$ cat src/rtl/core/slc_pkg.sv
// Shared types and constants for the split limit counter.
// No dependencies; used by slc_div and split_limit_counter.
`default_nettype none

package slc_pkg;

  localparam int DATA_W      = 32;
  localparam int LANE_FLD_W  = 4;
  localparam int DIV_W       = 5;
  localparam int CFG_IDX_W   = 2;
  localparam int LANES_DEF   = 16;

  localparam logic [DATA_W-1:0] LIMIT_RESET = 32'd10000;
  localparam logic [DIV_W-1:0]  LANES_RESET = 5'd16;

  localparam logic [CFG_IDX_W-1:0] REG_LIMIT = 2'd0;
  localparam logic [CFG_IDX_W-1:0] REG_LANES = 2'd1;

  typedef enum logic [1:0] {
    CMD_ADD   = 2'd0,
    CMD_SUB   = 2'd1,
    CMD_READ  = 2'd2,
    CMD_FLUSH = 2'd3
  } cmd_t;

  typedef enum logic [4:0] {
    ST_IDLE,
    ST_FETCH,
    ST_LOAD,
    ST_ADD_ROOM,
    ST_ADD_CHK,
    ST_ADD_LOCAL,
    ST_SUB_LOCAL,
    ST_FOLD_CNT,
    ST_FOLD_RES,
    ST_LIM_A,
    ST_LIM_B,
    ST_LIM_CHK,
    ST_GADD,
    ST_GSUB,
    ST_SPARE_A,
    ST_SPARE_B,
    ST_DIV_START,
    ST_DIV_WAIT,
    ST_RES_ADD,
    ST_HALF,
    ST_RD_REQ,
    ST_RD_ADD,
    ST_DONE
  } state_t;

  typedef struct packed {
    logic              start;
    logic [DATA_W-1:0] dividend;
    logic [DIV_W-1:0]  divisor;
  } div_req_t;

  typedef struct packed {
    logic              done;
    logic [DATA_W-1:0] quotient;
  } div_rsp_t;

endpackage

`default_nettype wire

$ cat src/rtl/core/slc_div.sv
// Bit-serial restoring divider: 32-bit dividend by a 5-bit non-zero divisor.
// One quotient bit per cycle; depends on slc_pkg.
`default_nettype none

module slc_div
  import slc_pkg::*;
(
  input  wire logic     clk,
  input  wire logic     rst_n,
  input  wire div_req_t req,
  output div_rsp_t      rsp
);

  localparam int CNT_W = $clog2(DATA_W);

  logic              busy_r;
  logic              done_r;
  logic [CNT_W-1:0]  cnt_r;
  logic [DATA_W-1:0] q_r;
  logic [DIV_W-1:0]  rem_r;
  logic [DIV_W-1:0]  dvs_r;

  logic [DIV_W:0]    trial;
  logic [DIV_W:0]    diff;
  logic              ge;
  logic [DIV_W-1:0]  rem_nxt;

  // remainder stays below the divisor, so the trial fits one extra bit
  assign trial   = {rem_r, q_r[DATA_W-1]};
  assign diff    = trial - {1'b0, dvs_r};
  assign ge      = (trial >= {1'b0, dvs_r});
  assign rem_nxt = ge ? diff[DIV_W-1:0] : trial[DIV_W-1:0];

  always_ff @(posedge clk) begin
    if (!rst_n) begin
      busy_r <= 1'b0;
      done_r <= 1'b0;
    end else begin
      done_r <= 1'b0;
      if (req.start) begin
        busy_r <= 1'b1;
      end else if (busy_r && (cnt_r == CNT_W'(DATA_W - 1))) begin
        busy_r <= 1'b0;
        done_r <= 1'b1;
      end
    end
  end

  always_ff @(posedge clk) begin
    if (req.start) begin
      q_r   <= req.dividend;
      rem_r <= '0;
      dvs_r <= req.divisor;
      cnt_r <= '0;
    end else if (busy_r) begin
      q_r   <= {q_r[DATA_W-2:0], ge};
      rem_r <= rem_nxt;
      cnt_r <= cnt_r + 1'b1;
    end
  end

  assign rsp.done     = done_r;
  assign rsp.quotient = q_r;

endmodule

`default_nettype wire

$ cat src/rtl/core/split_limit_counter.sv
// Add, subtract and flush first fetch and load the lane; a local add then checks its room
// and writes the lane, a local subtract writes it, and a flush folds it into the global state.
// Going global, add and subtract fold the lane, then wait on the 32-step bit-serial divider
// or are refused after the fold. A read does one lane memory read and one add per lane.
// One item at a time, the next taken the cycle after the result is loaded, plus any out stall.
// Reset (rst_n, synchronous): counts, reserve and lane valid bits cleared,
// global_limit 10000, online_lanes 16.
`default_nettype none

module split_limit_counter
  import slc_pkg::*;
#(
  parameter int LANES = LANES_DEF
) (
  input  wire logic                 clk,
  input  wire logic                 rst_n,
  // configuration write channel
  input  wire logic                 cfg_valid,
  output logic                      cfg_ready,
  input  wire logic [CFG_IDX_W-1:0] cfg_index,
  input  wire logic [DATA_W-1:0]    cfg_data,
  // request stream
  input  wire logic                 in_tvalid,
  output logic                      in_tready,
  input  wire logic [39:0]          in_tdata,  // [3:0] lane, [35:4] delta, [39:36] zero
  input  wire logic [1:0]           in_tuser,  // [1:0] command
  // result stream
  output logic                      out_tvalid,
  input  wire logic                 out_tready,
  output logic [DATA_W-1:0]         out_tdata, // [31:0] total
  output logic [0:0]                out_tuser  // [0] success
);

  localparam int LW = (LANES > 1) ? $clog2(LANES) : 1;

  state_t state_r, state_nxt;

  logic [DATA_W-1:0] limit_r;
  logic [DIV_W-1:0]  online_r;

  cmd_t              cmd_r;
  logic [LANE_FLD_W-1:0] lane_r;
  logic [DATA_W-1:0] delta_r;
  logic              ok_r;
  logic [DATA_W-1:0] total_r;

  logic [DATA_W-1:0] g_count_r;
  logic [DATA_W-1:0] g_reserve_r;
  logic [DATA_W-1:0] lcnt_r;
  logic [DATA_W-1:0] lbud_r;
  logic [DATA_W-1:0] tmp_r;
  logic [DATA_W-1:0] share_r;
  logic [LW-1:0]     idx_r;

  logic              out_valid_r;
  logic              out_success_r;
  logic [DATA_W-1:0] out_total_r;

  // lane store
  logic [DATA_W-1:0] cnt_mem [LANES];
  logic [DATA_W-1:0] bud_mem [LANES];
  logic [LANES-1:0]  vld_r;
  logic [DATA_W-1:0] rd_cnt_r;
  logic [DATA_W-1:0] rd_bud_r;
  logic              rd_vld_r;
  logic [LW-1:0]     lane_addr;
  logic [LW-1:0]     rd_addr;
  logic [DATA_W-1:0] eff_cnt;
  logic [DATA_W-1:0] eff_bud;

  logic              mem_we;
  logic [DATA_W-1:0] mem_wcnt;
  logic [DATA_W-1:0] mem_wbud;

  // shared add/subtract unit
  logic [DATA_W-1:0] alu_a;
  logic [DATA_W-1:0] alu_b;
  logic              alu_sub;
  logic [DATA_W:0]   alu_full;
  logic [DATA_W-1:0] alu_res;
  logic              alu_borrow;

  div_req_t          div_req;
  div_rsp_t          div_rsp;

  logic              in_xfer;
  logic              out_free;
  logic              lane_ok;
  cmd_t              in_cmd;

  assign in_cmd    = cmd_t'(in_tuser);
  assign in_tready = (state_r == ST_IDLE);
  assign in_xfer   = in_tvalid && in_tready;
  assign cfg_ready = 1'b1;
  assign out_free  = !out_valid_r || out_tready;
  assign lane_ok   = (32'(in_tdata[LANE_FLD_W-1:0]) < 32'(LANES));

  assign lane_addr = LW'(lane_r);
  assign rd_addr   = (state_r == ST_RD_REQ) ? idx_r : lane_addr;
  assign eff_cnt   = rd_vld_r ? rd_cnt_r : '0;
  assign eff_bud   = rd_vld_r ? rd_bud_r : '0;

  assign alu_full   = alu_sub ? ({1'b0, alu_a} - {1'b0, alu_b})
                              : ({1'b0, alu_a} + {1'b0, alu_b});
  assign alu_res    = alu_full[DATA_W-1:0];
  assign alu_borrow = alu_sub && alu_full[DATA_W];

  slc_div u_div (
    .clk   (clk),
    .rst_n (rst_n),
    .req   (div_req),
    .rsp   (div_rsp)
  );

  // ---------------- next state ----------------
  always_comb begin
    state_nxt = state_r;
    unique case (state_r)
      ST_IDLE: begin
        if (in_xfer) begin
          if (in_cmd == CMD_READ)  state_nxt = ST_RD_REQ;
          else if (!lane_ok)       state_nxt = ST_DONE;
          else                     state_nxt = ST_FETCH;
        end
      end
      ST_FETCH: state_nxt = ST_LOAD;
      ST_LOAD: begin
        unique case (cmd_r)
          CMD_ADD: state_nxt = ST_ADD_ROOM;
          CMD_SUB: state_nxt = ST_SUB_LOCAL;
          default: state_nxt = ST_FOLD_CNT;
        endcase
      end
      ST_ADD_ROOM:  state_nxt = ST_ADD_CHK;
      ST_ADD_CHK:   state_nxt = alu_borrow ? ST_FOLD_CNT : ST_ADD_LOCAL;
      ST_ADD_LOCAL: state_nxt = ST_DONE;
      ST_SUB_LOCAL: state_nxt = alu_borrow ? ST_FOLD_CNT : ST_DONE;
      ST_FOLD_CNT:  state_nxt = ST_FOLD_RES;
      ST_FOLD_RES: begin
        unique case (cmd_r)
          CMD_ADD: state_nxt = ST_LIM_A;
          CMD_SUB: state_nxt = ST_GSUB;
          default: state_nxt = ST_DONE;
        endcase
      end
      ST_LIM_A:     state_nxt = ST_LIM_B;
      ST_LIM_B:     state_nxt = ST_LIM_CHK;
      ST_LIM_CHK:   state_nxt = alu_borrow ? ST_DONE : ST_GADD;
      ST_GADD:      state_nxt = ST_SPARE_A;
      ST_GSUB:      state_nxt = alu_borrow ? ST_DONE : ST_SPARE_A;
      ST_SPARE_A:   state_nxt = ST_SPARE_B;
      ST_SPARE_B:   state_nxt = ST_DIV_START;
      ST_DIV_START: state_nxt = ST_DIV_WAIT;
      ST_DIV_WAIT:  state_nxt = div_rsp.done ? ST_RES_ADD : ST_DIV_WAIT;
      ST_RES_ADD:   state_nxt = ST_HALF;
      ST_HALF:      state_nxt = ST_DONE;
      ST_RD_REQ:    state_nxt = ST_RD_ADD;
      ST_RD_ADD:    state_nxt = (idx_r == LW'(LANES - 1)) ? ST_DONE : ST_RD_REQ;
      ST_DONE:      state_nxt = out_free ? ST_IDLE : ST_DONE;
      default:      state_nxt = ST_IDLE;
    endcase
  end

  // ---------------- unit controls ----------------
  always_comb begin
    alu_a            = '0;
    alu_b            = '0;
    alu_sub          = 1'b0;
    mem_we           = 1'b0;
    mem_wcnt         = '0;
    mem_wbud         = '0;
    div_req.start    = 1'b0;
    div_req.dividend = tmp_r;
    div_req.divisor  = (online_r == '0) ? DIV_W'(1) : online_r;
    unique case (state_r)
      ST_ADD_ROOM: begin
        alu_a = lbud_r; alu_b = lcnt_r; alu_sub = 1'b1;
      end
      ST_ADD_CHK: begin
        alu_a = tmp_r; alu_b = delta_r; alu_sub = 1'b1;
      end
      ST_ADD_LOCAL: begin
        alu_a    = lcnt_r; alu_b = delta_r;
        mem_we   = 1'b1;
        mem_wcnt = alu_res;
        mem_wbud = lbud_r;
      end
      ST_SUB_LOCAL: begin
        alu_a    = lcnt_r; alu_b = delta_r; alu_sub = 1'b1;
        mem_we   = !alu_borrow;
        mem_wcnt = alu_res;
        mem_wbud = lbud_r;
      end
      ST_FOLD_CNT: begin
        alu_a = g_count_r; alu_b = lcnt_r;
      end
      ST_FOLD_RES: begin
        // lane emptied; a rebalance, if one follows, overwrites it later
        alu_a  = g_reserve_r; alu_b = lbud_r; alu_sub = 1'b1;
        mem_we = 1'b1;
      end
      ST_LIM_A, ST_SPARE_A: begin
        alu_a = limit_r; alu_b = g_count_r; alu_sub = 1'b1;
      end
      ST_LIM_B, ST_SPARE_B: begin
        alu_a = tmp_r; alu_b = g_reserve_r; alu_sub = 1'b1;
      end
      ST_LIM_CHK: begin
        alu_a = tmp_r; alu_b = delta_r; alu_sub = 1'b1;
      end
      ST_GADD: begin
        alu_a = g_count_r; alu_b = delta_r;
      end
      ST_GSUB: begin
        alu_a = g_count_r; alu_b = delta_r; alu_sub = 1'b1;
      end
      ST_DIV_START: div_req.start = 1'b1;
      ST_RES_ADD: begin
        alu_a = g_reserve_r; alu_b = share_r;
      end
      ST_HALF: begin
        // half share, capped at the global count
        alu_a    = g_count_r; alu_b = {1'b0, share_r[DATA_W-1:1]}; alu_sub = 1'b1;
        mem_we   = 1'b1;
        mem_wcnt = alu_borrow ? g_count_r : {1'b0, share_r[DATA_W-1:1]};
        mem_wbud = share_r;
      end
      ST_RD_ADD: begin
        alu_a = total_r; alu_b = eff_cnt;
      end
      default: ;
    endcase
  end

  // ---------------- state and control registers ----------------
  always_ff @(posedge clk) begin
    if (!rst_n) begin
      state_r     <= ST_IDLE;
      limit_r     <= LIMIT_RESET;
      online_r    <= LANES_RESET;
      g_count_r   <= '0;
      g_reserve_r <= '0;
      out_valid_r <= 1'b0;
    end else begin
      state_r <= state_nxt;
      if (cfg_valid && cfg_ready) begin
        if (cfg_index == REG_LIMIT)      limit_r  <= cfg_data;
        else if (cfg_index == REG_LANES) online_r <= cfg_data[DIV_W-1:0];
      end
      unique case (state_r)
        ST_FOLD_CNT, ST_GADD: g_count_r <= alu_res;
        ST_GSUB:     if (!alu_borrow) g_count_r <= alu_res;
        ST_HALF:     g_count_r <= alu_borrow ? '0 : alu_res;
        ST_FOLD_RES, ST_RES_ADD: g_reserve_r <= alu_res;
        default: ;
      endcase
      if (state_r == ST_DONE && out_free) out_valid_r <= 1'b1;
      else if (out_tready)                out_valid_r <= 1'b0;
    end
  end

  // ---------------- item datapath ----------------
  always_ff @(posedge clk) begin
    unique case (state_r)
      ST_IDLE: begin
        if (in_xfer) begin
          cmd_r   <= in_cmd;
          lane_r  <= in_tdata[LANE_FLD_W-1:0];
          delta_r <= in_tdata[LANE_FLD_W +: DATA_W];
          idx_r   <= '0;
          total_r <= (in_cmd == CMD_READ) ? g_count_r : '0;
          ok_r    <= (in_cmd == CMD_READ) || lane_ok || (in_cmd == CMD_FLUSH);
        end
      end
      ST_LOAD: begin
        lcnt_r <= eff_cnt;
        lbud_r <= eff_bud;
      end
      ST_ADD_ROOM, ST_LIM_A, ST_LIM_B, ST_SPARE_A, ST_SPARE_B: tmp_r <= alu_res;
      ST_LIM_CHK, ST_GSUB: if (alu_borrow) ok_r <= 1'b0;
      ST_DIV_WAIT: if (div_rsp.done) share_r <= div_rsp.quotient;
      ST_RD_ADD: begin
        total_r <= alu_res;
        idx_r   <= idx_r + 1'b1;
      end
      default: ;
    endcase
    if (state_r == ST_DONE && out_free) begin
      out_success_r <= ok_r;
      out_total_r   <= total_r;
    end
  end

  // ---------------- lane memory ----------------
  always_ff @(posedge clk) begin
    if (!rst_n) begin
      vld_r <= '0;
    end else if (mem_we) begin
      vld_r[lane_addr] <= 1'b1;
    end
  end

  always_ff @(posedge clk) begin
    if (mem_we) begin
      cnt_mem[lane_addr] <= mem_wcnt;
      bud_mem[lane_addr] <= mem_wbud;
    end
    rd_cnt_r <= cnt_mem[rd_addr];
    rd_bud_r <= bud_mem[rd_addr];
    rd_vld_r <= vld_r[rd_addr];
  end

  assign out_tvalid   = out_valid_r;
  assign out_tdata    = out_total_r;
  assign out_tuser[0] = out_success_r;

endmodule

`default_nettype wire

$ cat config.mk
export PLATFORM = sky130hd
export DESIGN_NAME = split_limit_counter
export DESIGN_NICKNAME = d
export VERILOG_FILES = /design/src/rtl/core/slc_pkg.sv /design/src/rtl/core/slc_div.sv /design/src/rtl/core/split_limit_counter.sv
export SDC_FILE = /design/constraint.sdc
export NUM_CORES = 2
export LEC_CHECK = 0
export ABC_CLOCK_PERIOD_IN_PS = 17200
export BUFFER_PORTS_ARGS = -buffer_cell sky130_fd_sc_hd__buf_2
export CORE_MARGIN = 10
export CORE_UTILIZATION = 33
export CTS_BUF_LIST = sky130_fd_sc_hd__clkbuf_8
export CTS_CLUSTER_SIZE = 8
export DETAILED_ROUTE_END_ITERATION = 10
export GPL_TIMING_DRIVEN = 0
export PLACE_DENSITY_LB_ADDON = 0.3
export SYNTH_ARGS = -nofsm -noshare
export SYNTH_HDL_FRONTEND = slang
export SYNTH_SLANG_ARGS = --single-unit
$ cat constraint.sdc
create_clock -name clk -period 17.2 [get_ports clk]
set_clock_uncertainty 0.2 [all_clocks]
set_input_delay 1.72 -clock clk [delete_from_list [all_inputs] [get_ports clk]]
set_output_delay 1.72 -clock clk [all_outputs]
set_load 0.05 [all_outputs]
==> flow_metrics.env <==
export IMPL_via_per_inst=5.45
export IMPL_r2r_start="state_r[0]"
export IMPL_fin_total_pwr_w=0.0129
export IMPL_syn_area_sq_um=61600
export IMPL_clkLatencyLatePin_ns=1.03
export IMPL_ff2ff_setup_slack_ns=7.38
export IMPL_hold_violations=0
export IMPL_cp_max_fo=10
export IMPL_pin_count=117
export IMPL_postCtsSetupBuffers=0
export IMPL_critPathKind="flop to flop"
export IMPL_slew_headroom=-0.0171
export IMPL_tightestPinTransition_ns=1.53
export IMPL_route_antenna_remaining_nets=0
export IMPL_drt_wirelength_per_cell_um=28.3
export IMPL_rows=158
export IMPL_fillers=17433
export IMPL_htreeDepth=4
export IMPL_cts_hold_fix_buffers=0
export IMPL_setup_violations=0
export IMPL_netlist_area_leader_share=0.632
export IMPL_dieArea_sq_um=204000
export IMPL_drv_cap=1
export IMPL_fin_crit_sh=0.571
export IMPL_cts_tree="done"
export IMPL_cts_sinks=1497
export IMPL_synth_area_leaders="edfxtp_1 63%, mux4_2 9.5%, dfxtp_1 6.5%"
export IMPL_coreArea_sq_um=185000
export IMPL_cts_root_buffer="clkbuf_8"
export IMPL_grt_max_degree=33
export IMPL_async_flop_share=0
export IMPL_min_delay_path_depth=0
export IMPL_drv_slew=17
export IMPL_p_leak_nw=24.9
export IMPL_synth_cells=3949
export IMPL_grtUsageTotal=0.193
export IMPL_final_cells=7186
export IMPL_endpoint_kind="flop"
export IMPL_grt_pass1_vias=38915
export IMPL_max_freq_mhz=102
export IMPL_die_height_um=452
export IMPL_grt_overflow_total=0
export IMPL_nNetsFinal=4613
export IMPL_portBuffers=111
export IMPL_fin_crit_ns=9.82
export IMPL_first_pass_iters=9
export IMPL_violations="capacitance limit, slew limit"
export IMPL_min_path_type="flop to flop"
export IMPL_cts_buffers=240
export IMPL_rr_worst_depth=26
export IMPL_worstReg2RegEnd="bud_mem[3][26]"
export IMPL_yosys_most_used_dff="edfxtp_1"
export IMPL_avgSynthCellArea_sq_um=15.6
export IMPL_antenna_found_initial=13
export IMPL_synth_edff_count=1297
export IMPL_clk_pin_slew_ns=0.07
export IMPL_grt_setup_unrepaired="false"
export IMPL_syn_nets=4073
export IMPL_hpwl_um=152000
export IMPL_routed_wirelength_um=204000
export IMPL_status="complete, but fails checks"
export IMPL_synth_area_leader_cell="edfxtp_1"
export IMPL_dr_first_iter_drc_count=4507
export IMPL_cp_start_kind="flop"
export IMPL_start_util=0.332
export IMPL_area_growth_pct=17.2
export IMPL_ctsResizeCount=0
export IMPL_place_gp_congestion=0.977
export IMPL_fin_util=0.389
export IMPL_grt_pass1_wl_um=288000
export IMPL_final_layout_size_suffix_gt1_frac=0.214
export IMPL_cts_buffer_depth=3
export IMPL_arrival_ns=10.32
export IMPL_vias=39159
export IMPL_ys_ff_latch=1497
export IMPL_ir_drop_v=0.000127
export IMPL_synthDistinctLibCells=88
export IMPL_drc=0
export IMPL_p_per_area_nw_per_um2=179
export IMPL_hold_end="out_tuser"
export IMPL_dpl_cell_count=6723
export IMPL_critPathRequiredTime_ns=17.70
export IMPL_die_x_um=452
export IMPL_synth_seq_area_share=0.697
export IMPL_min_from="ok_r"
export IMPL_yosys_warnings=0
[cells in the mapped netlist, drive strengths merged, types with 9 or more instances]
cell / instances
a211oi: 82
a21o: 18
a21oi: 124
a221o: 42
a221oi: 18
a222oi: 26
a22o: 27
a22oi: 109
a31oi: 80
a32o: 17
a41oi: 9
and2: 142
and3: 51
buf: 94
clkbuf: 160
dfxtp: 200
edfxtp: 1297
ha: 41
inv: 47
mux2i: 47
mux4: 260
nand2: 496
nand2b: 25
nand3: 104
nor2: 106
nor2b: 10
nor3: 34
o211ai: 10
o21a: 13
o21ai: 70
o22ai: 19
xnor2: 33
xor2: 31
[sequential cells by signal, summed over array words and instances, names as in the netlist, 5 cells and up]
register     count
cnt_mem        512
g_reserve_r     32
bud_mem        512
lcnt_r          32
lbud_r          32
state_r          5
rd_cnt_r        32
u_div.cnt_r      5
vld_r           16
online_r         5
g_count_r       32
u_div.q_r       32
u_div.dvs_r      5
tmp_r           32
out_tdata       32
delta_r         32
rd_bud_r        32
share_r         32
limit_r         32
total_r         32
u_div.rem_r      5
[cell families after synthesis]
kind of cell	synth area share
flip-flops	0.697
AND/OR/NAND/NOR	0.0796
buffers and inverters	0.0204
XOR/XNOR	0.00910
adder cells (fa/ha/maj)	0.00898
other	0.0000609
multiplexers	0.103
AO/OA/AOI/OAI	0.0812
[metal layers]
metal | GRT usage | vias to the layer above | routed length, um
li1 | - | 16698 | -
met2 | 0.305 | 1991 | 93800
met5 | 0 | - | 13
met3 | 0.0373 | 379 | 16900
met1 | 0.261 | 20089 | 84400
met4 | 0.0776 | 2 | 8370
[layout make-up]
cell class	instances	area, sq um	area share
Antenna cell	7	17.5	0.000243
Buffer	254	1070	0.0149
Clock buffer	276	3800	0.0526
Clock inverter	176	1090	0.0150
Inverter	49	184	0.00255
Multi-Input combinational cell	2149	17600	0.243
Sequential cell	1497	43000	0.595
Tap cell	2480	3100	0.0430
Timing Repair Buffer	298	2390	0.0331
[critical path, stage by stage (launching register included)]
cell and delay (ns):
dfxtp_1 0.42, nor3b_2 0.60, and2_4 0.25, buf_6 0.14
clkbuf_1 0.67, clkbuf_1 0.76, or2_2 0.23, buf_2 0.29
buf_1 0.68, a22oi_1 0.30, nand3_1 0.17, a221o_1 0.17
ha_1 0.33, a21oi_1 0.15, o21ai_0 0.33, a32oi_1 0.23
o211ai_1 0.67, and2_1 0.50, a2111oi_2 0.13, buf_4 0.24
buf_2 0.22, nor4_2 0.74, buf_4 0.32, buf_4 0.20
buf_4 0.19, buf_6 0.15, buf_4 0.17
[layout by cell type, fill, tap and decap left out, types with 25 or more instances in the layout]
cell,synthesis,layout
buf_2,59,172
buf_6,2,75
buf_4,8,104
a211oi_1,81,81
clkbuf_8,0,276
mux2i_1,45,45
xnor2_1,33,33
and2_1,140,140
edfxtp_1,1297,1297
a21oi_1,123,122
a22oi_1,109,109
ha_1,41,41
a221o_1,42,42
o21ai_0,67,51
xor2_1,31,31
dfxtp_1,200,200
nand3_1,104,104
mux4_2,260,260
a31oi_1,80,80
nand2_1,495,494
clkbuf_1,160,160
a222oi_1,26,26
inv_1,47,163
a22o_1,27,27
and3_1,51,50
buf_1,25,25
nor2_1,106,105
[per-stage QoR]
stage          setup TNS [ns]  setup slack, ns  hold slack [ns]  instance area, sq um
5_1_grt                     0             7.38            0.247                 72200
6_report                    0             7.38            0.237                 72200
2_1_floorplan               0             5.13            0.200                 61600
4_1_cts                     0             7.47            0.220                 72100
3_3_place_gp         -2360.02            -5.48            0.220                 65300
3_5_place_dp                0             7.54            0.206                 67200
[worst max-delay path by stage]
stage | start | end | slack (ns)
6_report | state_r[0] | bud_mem[3][26] | 7.38
5_1_grt | state_r[0] | bud_mem[3][26] | 7.38
4_1_cts | state_r[0] | bud_mem[3][26] | 7.47
3_5_place_dp | state_r[0] | bud_mem[3][27] | 7.54
3_3_place_gp | state_r[0] | bud_mem[0][27] | -5.48
2_1_floorplan | state_r[0] | bud_mem[0][0] | 5.13
[power by group]
| part | total, W | switching (W) | internal (W) |
|---|---|---|---|
| clock network | 0.00307 | 0.00151 | 0.00156 |
| logic | 0.00499 | 0.00350 | 0.00149 |
| registers | 0.00482 | 0.000275 | 0.00455 |
(Power assumes the default switching activity.)
